<file path="config.mk">
export PLATFORM = sky130hd
export DESIGN_NAME = hpe_ram
export DESIGN_NICKNAME = d
export VERILOG_FILES = /design/src/hw/rtl/assert_macros.svh /design/src/hw/rtl/hpe_ram.sv
export SDC_FILE = /design/constraint.sdc
export NUM_CORES = 1
export LEC_CHECK = 0
export ABC_AREA = 1
export ABC_CLOCK_PERIOD_IN_PS = 3400
export BUFFER_PORTS_ARGS = -buffer_cell sky130_fd_sc_hd__buf_2
export CAP_MARGIN = 20
export CORE_MARGIN = 2
export CORE_UTILIZATION = 55
export CTS_CLUSTER_SIZE = 12
export DETAILED_ROUTE_END_ITERATION = 10
export GPL_ROUTABILITY_DRIVEN = 0
export PLACE_DENSITY = 0.72
export SYNTH_ARGS = -nofsm -noshare
export SYNTH_HDL_FRONTEND = slang
export SYNTH_SLANG_ARGS = --single-unit
export TNS_END_PERCENT = 100
</file>
<file path="constraint.sdc">
create_clock -name clk_i -period 3.4 [get_ports clk_i]
set_input_delay 0.68 -clock clk_i [delete_from_list [all_inputs] [get_ports clk_i]]
set_output_delay 0.68 -clock clk_i [all_outputs]
set_load 0.005 [all_outputs]
</file>
<file path="src/hw/rtl/assert_macros.svh">
// assertion macros shared by the rtl files
// no dependencies
`ifndef ASSERT_MACROS_SVH
`define ASSERT_MACROS_SVH

// property that must hold at every clock edge out of reset
`define ASSERT_ALWAYS(label, clk, rst_n, prop, msg) \
  label: assert property (@(posedge clk) disable iff (!rst_n) (prop)) else $error(msg);

// implication checked on the next clock edge
`define ASSERT_NEXT(label, clk, rst_n, ante, cons, msg) \
  label: assert property (@(posedge clk) disable iff (!rst_n) (ante) |=> (cons)) \
    else $error(msg);

`endif

</file>
<file path="src/hw/rtl/hpe_ram.sv">
// generic single port ram, registered read
// no dependencies
module hpe_ram #(
  parameter int unsigned Width = 8,
  parameter int unsigned Depth = 16
) (
  input  logic                     clk_i,
  input  logic                     we_i,
  input  logic [$clog2(Depth)-1:0] addr_i,
  input  logic [Width-1:0]         wdata_i,
  output logic [Width-1:0]         rdata_o
);
  logic [Width-1:0] mem_q [Depth];

  always_ff @(posedge clk_i) begin
    if (we_i) begin
      mem_q[addr_i] <= wdata_i;
    end
    rdata_o <= mem_q[addr_i];
  end
endmodule

</file>
==> results of run 1 <==
==> per-layer routing <==
layer / part of all wire (%) / GRT usage, % / wire length, um / up-vias
met5: 0 / 0 / 0 / -
met4: 3.2 / 9.62 / 374 / 0
met3: 7.7 / 5.24 / 900 / 31
met2: 46 / 34.5 / 5410 / 151
met1: 43 / 32.4 / 5040 / 1696
li1: - / - / - / 1794
==> cells in the final DEF, fill, tap and decap left out <==
| master | count |
|---|---|
| buf_2 | 21 |
| buf_4 | 3 |
| bufinv_16 | 5 |
| clkbuf_16 | 16 |
| clkbuf_8 | 1 |
| clkinv_1 | 3 |
| clkinv_2 | 3 |
| clkinv_4 | 3 |
| clkinvlp_4 | 1 |
| dfxtp_1 | 8 |
| edfxtp_1 | 128 |
| inv_1 | 21 |
| inv_2 | 1 |
| nand2_1 | 346 |
| nand3_1 | 4 |
| nor2_1 | 18 |
==> cells by family after synthesis <==
logic type,after synthesis,share of synthesized area [%]
DFF,136,71.6
buffers and inverters,44,3.62
and+or+nand+nor,368,24.8
==> power breakdown <==
part	internal [mW]	switching, mW
registers	1.88	0.00958
logic	0.0566	0.162
clock network	1.25	0.654
total	3.18	0.825
==> how the worst max path moves through the flow <==
stage / startpoint / to / slack [ns]
6_report: addr_i[1] / mem_q[10][3] / 1.36
4_1_cts: addr_i[1] / mem_q[14][5] / 1.39
5_1_grt: addr_i[1] / rdata_o[1] / 1.19
2_1_floorplan: addr_i[1] / mem_q[3][0] / 1.34
3_5_place_dp: addr_i[1] / mem_q[14][3] / 0.85
3_3_place_gp: addr_i[1] / mem_q[14][4] / 0.90
==> state kept, by name, indices dropped and copies added (netlist names) <==
signal	count
rdata_o	8
mem_q	128
==> stage by stage <==
stage	instances	utilization [%]	hold slack, ns
detailed placement	684	58.8	0.705
global placement	684	58.8	0.709
finish	715	65.1	0.602
global route	715	65.1	0.607
floorplan	548	-	0.643
CTS	715	65.1	0.592
==> cell type report <==
cell class | count | area (um2)
sequential | 136 | 4000
timing repair buffer | 24 | 128
multi-input combinational | 368 | 1390
clock inverter | 14 | 206
tap | 133 | 166
inverter | 23 | 86.3
clock buffer | 17 | 414
fill | 749 | 3430
==> results.sh, run 1 <==
export IMPL_status="completed"
export IMPL_drive_gt1_share_pct=9.28
export IMPL_ant_nets=0
export IMPL_yosysMostFrequentCell="nand2_1"
export IMPL_leakage_nw=2.74
export IMPL_hold_class="input pin to flip-flop"
export IMPL_path_depth=3
export IMPL_grt_pass1_vias=3578
export IMPL_start_kind="input pin"
export IMPL_fin_tns_setup_ns=0
export IMPL_async_reset_ff_share_pct=0
export IMPL_peakVddDrop_uv=471
export IMPL_netlist_top_cells_count="346 x nand2_1, 128 x edfxtp_1, 21 x inv_1, 18 x nor2_1, 12 x buf_2"
export IMPL_detailed_place_hpwl_um=6970
export IMPL_min_period_over_period_pct=60.0
export IMPL_grt_pass1_wl_um=18700
export IMPL_ys_seq_elements=136
export IMPL_hp_start="wdata_i[1]"
export IMPL_ys_warn_count=0
export IMPL_track_usage_pct=22.9
export IMPL_portBuffers=21
export IMPL_setup_violations=0
export IMPL_power_mw=4.01
export IMPL_wl_per_cell_um=16.4
export IMPL_cts_buffers=17
export IMPL_rsz0062_at_grt="false"
export IMPL_whs_path_depth=1
export IMPL_cts_clk_slew_worst_paths_ns=0.06
export IMPL_fmax_mhz=490
export IMPL_synth_edff_count=128
export IMPL_cts_setup_buffers=0
export IMPL_reg2reg_slack_ns=2.31
export IMPL_worstRegToRegCells=8
export IMPL_post_place_ws_ns=0.847
export IMPL_top_level_ports=22
export IMPL_drc=0
export IMPL_dpl_cell_area_um2=5770
export IMPL_critPathArrivalTime_ns=2.18
export IMPL_crit_required_ns=3.54
export IMPL_cts_resized=0
export IMPL_firstDrtPassIters=5
export IMPL_worst_path_buf_inv=1
export IMPL_ctsHoldBuffers=0
export IMPL_synth_top_area_share_pct=68.7
export IMPL_insertion_delay_ns=0.51
export IMPL_vias=3672
export IMPL_crit_fanout=35
export IMPL_worstSetupPathType="input pin to flip-flop"
export IMPL_die_h_um=105
export IMPL_crit_chain="buf_2, nand3_1, nor2_1"
export IMPL_max_slew_margin_pct=52.1
export IMPL_setup_slack_ns=1.36
export IMPL_area_growth_pct=14.3
export IMPL_min_period_ns=2.04
export IMPL_avgViaCountPerCell=5.14
export IMPL_maxCapViolCount=0
export IMPL_coreArea_um2=9820
export IMPL_cts_buffer_depth=2
export IMPL_yosysUniqueCellTypes=11
export IMPL_grt_max_degree=65
export IMPL_die_x_um=105
export IMPL_timing_rr_end="rdata_o[1]"
export IMPL_critical_path_top_delay_family="simple AND/OR/NAND/NOR gates"
export IMPL_reg2reg_from="mem_q[4][1]"
export IMPL_start_util_pct=57.0
export IMPL_initialDrtViolationCount=266
export IMPL_worstHoldEndpoint="mem_q[4][1]"
export IMPL_num_rows=36
export IMPL_antenna_found_initial=0
export IMPL_avgSynthCellArea_um2=10.2
export IMPL_cpPeakStageDelay_ns=0.64
export IMPL_synth_area_leader_cell="edfxtp_1"
export IMPL_fin_skew_ns=0.00541
export IMPL_slew_violations=0
export IMPL_htree_num_levels=4
export IMPL_slowest_stage="nor2_1"
export IMPL_final_nets=584
export IMPL_syn_inst=548
export IMPL_overflow=0
export IMPL_routed_wl_um=11700
export IMPL_worst_setup_path_end_kind="flip-flop"
export IMPL_final_area_um2=6390
export IMPL_syn_nets=562
export IMPL_hold_violations=0
export IMPL_cts_sinks=136
export IMPL_worst_pin_slew_ns=0.716
export IMPL_root_buffer="clkbuf_8"
export IMPL_ys_flop_type="edfxtp_1"
export IMPL_cts_tree="done"
export IMPL_yosysSeqAreaShare_pct=71.6
export IMPL_power_density_nw_per_um2=627
export IMPL_die_area_um2=11000
export IMPL_netlist_area_um2=5590
export IMPL_synth_area_leaders="edfxtp_1 69%, nand2_1 23%, dfxtp_1 2.9%"
export IMPL_antennaDiodeCount=0
Power figures use the tool's default switching activity.
==> inputs of run 2 (changes only) <==
Settings changed: ABC_CLOCK_PERIOD_IN_PS 3400 to 1700, PLACE_DENSITY 0.72 to 0.75.
Clock period 3.4 ns to 1.7 ns, I/O delays scaled along.
==> run 2 against run 1 <==
Hold slack lost 0.35 ns. Routed wire length up 2.1%. Clock power is 100% higher. Design area grew 3.8%. Register-to-register slack lost 1.7 ns. Utilization up 2.5 points. Via count rose by 4.4%.
==> results.sh, run 2 (synthesized netlist as in run 1, its figures left out) <==
export IMPL_grt_pass1_wl_um=19200
export IMPL_setup_slack_ns=0.344
export IMPL_num_rows=36
export IMPL_start_util_pct=57.0
export IMPL_insertion_delay_ns=0.52
export IMPL_post_place_ws_ns=0.186
export IMPL_power_density_nw_per_um2=1230
export IMPL_swShare_pct=19.7
export IMPL_cts_buffers=17
export IMPL_coreArea_um2=9820
export IMPL_root_buffer="clkbuf_8"
export IMPL_cpPeakStageDelay_ns=0.37
export IMPL_crit_required_ns=1.36
export IMPL_n_fill_cell=730
export IMPL_leakage_nw=2.90
export IMPL_slew_violations=0
export IMPL_critical_path_top_delay_family="flip-flops"
export IMPL_track_usage_pct=23.8
export IMPL_antennaDiodeCount=0
export IMPL_worst_pin_slew_ns=0.377
export IMPL_die_h_um=105
export IMPL_worstSetupPathType="flip-flop to primary output"
export IMPL_drc=0
export IMPL_final_cell_mix="346 x nand2_1, 128 x edfxtp_1, 28 x buf_4"
export IMPL_final_nets=611
export IMPL_clkPwrFrac_pct=47.9
export IMPL_fin_skew_ns=0.00959
export IMPL_die_x_um=105
export IMPL_hold_violations=0
export IMPL_crit_chain="buf_2"
export IMPL_fmax_mhz=737
export IMPL_critPathArrivalTime_ns=1.02
export IMPL_min_period_ns=1.36
export IMPL_top_level_ports=22
export IMPL_maxCapViolCount=0
export IMPL_wl_per_cell_um=16.1
export IMPL_worst_setup_path_end_kind="primary output"
export IMPL_regMostFlops="mem_q"
export IMPL_final_common_cell="nand2_1"
export IMPL_avgViaCountPerCell=5.16
export IMPL_min_period_over_period_pct=79.8
export IMPL_max_slew_margin_pct=74.8
export IMPL_start_kind="flip-flop"
export IMPL_setup_violations=0
export IMPL_grt_pass1_vias=3719
export IMPL_cts_resized=0
export IMPL_vias=3832
export IMPL_die_area_um2=11000
export IMPL_fin_cells=743
export IMPL_dp_cells=711
export IMPL_routed_wl_um=12000
export IMPL_largest_reg_flops=128
export IMPL_rsz0062_at_grt="false"
export IMPL_portBuffers=21
export IMPL_initialDrtViolationCount=300
export IMPL_comb_power_share_pct=5.7
export IMPL_cts_setup_buffers=0
export IMPL_power_mw=8.14
export IMPL_area_growth_pct=18.7
export IMPL_peakVddDrop_uv=1500
export IMPL_cts_clk_slew_worst_paths_ns=0.06
export IMPL_slowest_stage="dfxtp_1"
export IMPL_worst_path_buf_inv=1
export IMPL_top_regs="mem_q x128, rdata_o x8"
export IMPL_crit_fanout=1
export IMPL_cts_buffer_depth=2
export IMPL_ctsHoldBuffers=0
export IMPL_hold_class="input pin to flip-flop"
export IMPL_pwr_share_seq_pct=46.3
export IMPL_drive_gt1_share_pct=13.1
export IMPL_overflow=0
export IMPL_p_switching_mw=1.60
export IMPL_grt_max_degree=33
export IMPL_status="completed"
export IMPL_p_int_mw=6.54
export IMPL_detailed_place_hpwl_um=7320
export IMPL_htree_num_levels=4
export IMPL_firstDrtPassIters=5
export IMPL_cts_tree="done"
export IMPL_antenna_found_initial=0
export IMPL_ant_nets=0
export IMPL_cts_sinks=136
==> run 2: cell count changes in the layout (fill, tap and decap cells not counted) <==
cell | before | now
buf_12 | 0 | 2
buf_4 | 3 | 28
clkbuf_1 | 0 | 4
clkbuf_8 | 1 | 4
clkinv_1 | 3 | 1
clkinv_2 | 3 | 2
clkinv_4 | 3 | 0
==> run 2: final cells by class <==
| cell class | count | area (um2) | share of cell area (%) |
|---|---|---|---|
| Sequential cell | 136 | 4000 | 60.3 |
| Multi-Input combinational cell | 368 | 1390 | 20.9 |
| Clock buffer | 24 | 470 | 7.09 |
| Timing Repair Buffer | 51 | 355 | 5.35 |
| Clock inverter | 8 | 168 | 2.53 |
| Tap cell | 133 | 166 | 2.51 |
| Inverter | 23 | 86.3 | 1.30 |
==> run 2: final timing paths <==
| kind | end | startpoint | cells past startpoint | slack, ns |
|---|---|---|---|---|
| max | rdata_o[7] | rdata_o[7] | 1 | 0.34 |
| min reg2reg | rdata_o[5] | mem_q[2][5] | 8 | 0.70 |
| min | mem_q[15][5] | wdata_i[5] | 1 | 0.25 |
| max reg2reg | rdata_o[4] | mem_q[6][4] | 8 | 0.65 |
==> run 2: power by group through the flow <==
stage / Clock [mW] / Sequential [mW] / Combinational, mW
5_1_grt: 4.08 / 3.78 / 0.529
2_1_floorplan: 0 / 3.84 / 0.258
3_5_place_dp: 0 / 3.84 / 0.457
6_report: 3.90 / 3.77 / 0.467
4_1_cts: 3.93 / 3.77 / 0.466
3_3_place_gp: 0 / 3.84 / 0.449
==> run 2: routing by layer <==
metal / GRT usage, % / wire length (um) / vias to the layer above
met2: 37.9 / 5870 / 174
met5: 0 / 0 / -
met4: 11.7 / 335 / 0
met1: 30.0 / 4890 / 1788
li1: - / - / 1845
met3: 6.86 / 878 / 25
==> run 2: per-stage QoR <==
step | hold slack, ns | util (%) | instance area, um2 | TNS, ns
6_report | 0.247 | 67.6 | 6640 | 0
5_1_grt | 0.241 | 67.6 | 6640 | 0
4_1_cts | 0.231 | 67.6 | 6640 | 0
3_5_place_dp | 0.692 | 61.1 | 6000 | 0
3_3_place_gp | 0.672 | 61.1 | 6000 | 0
2_1_floorplan | 0.439 | - | 5590 | -0.451
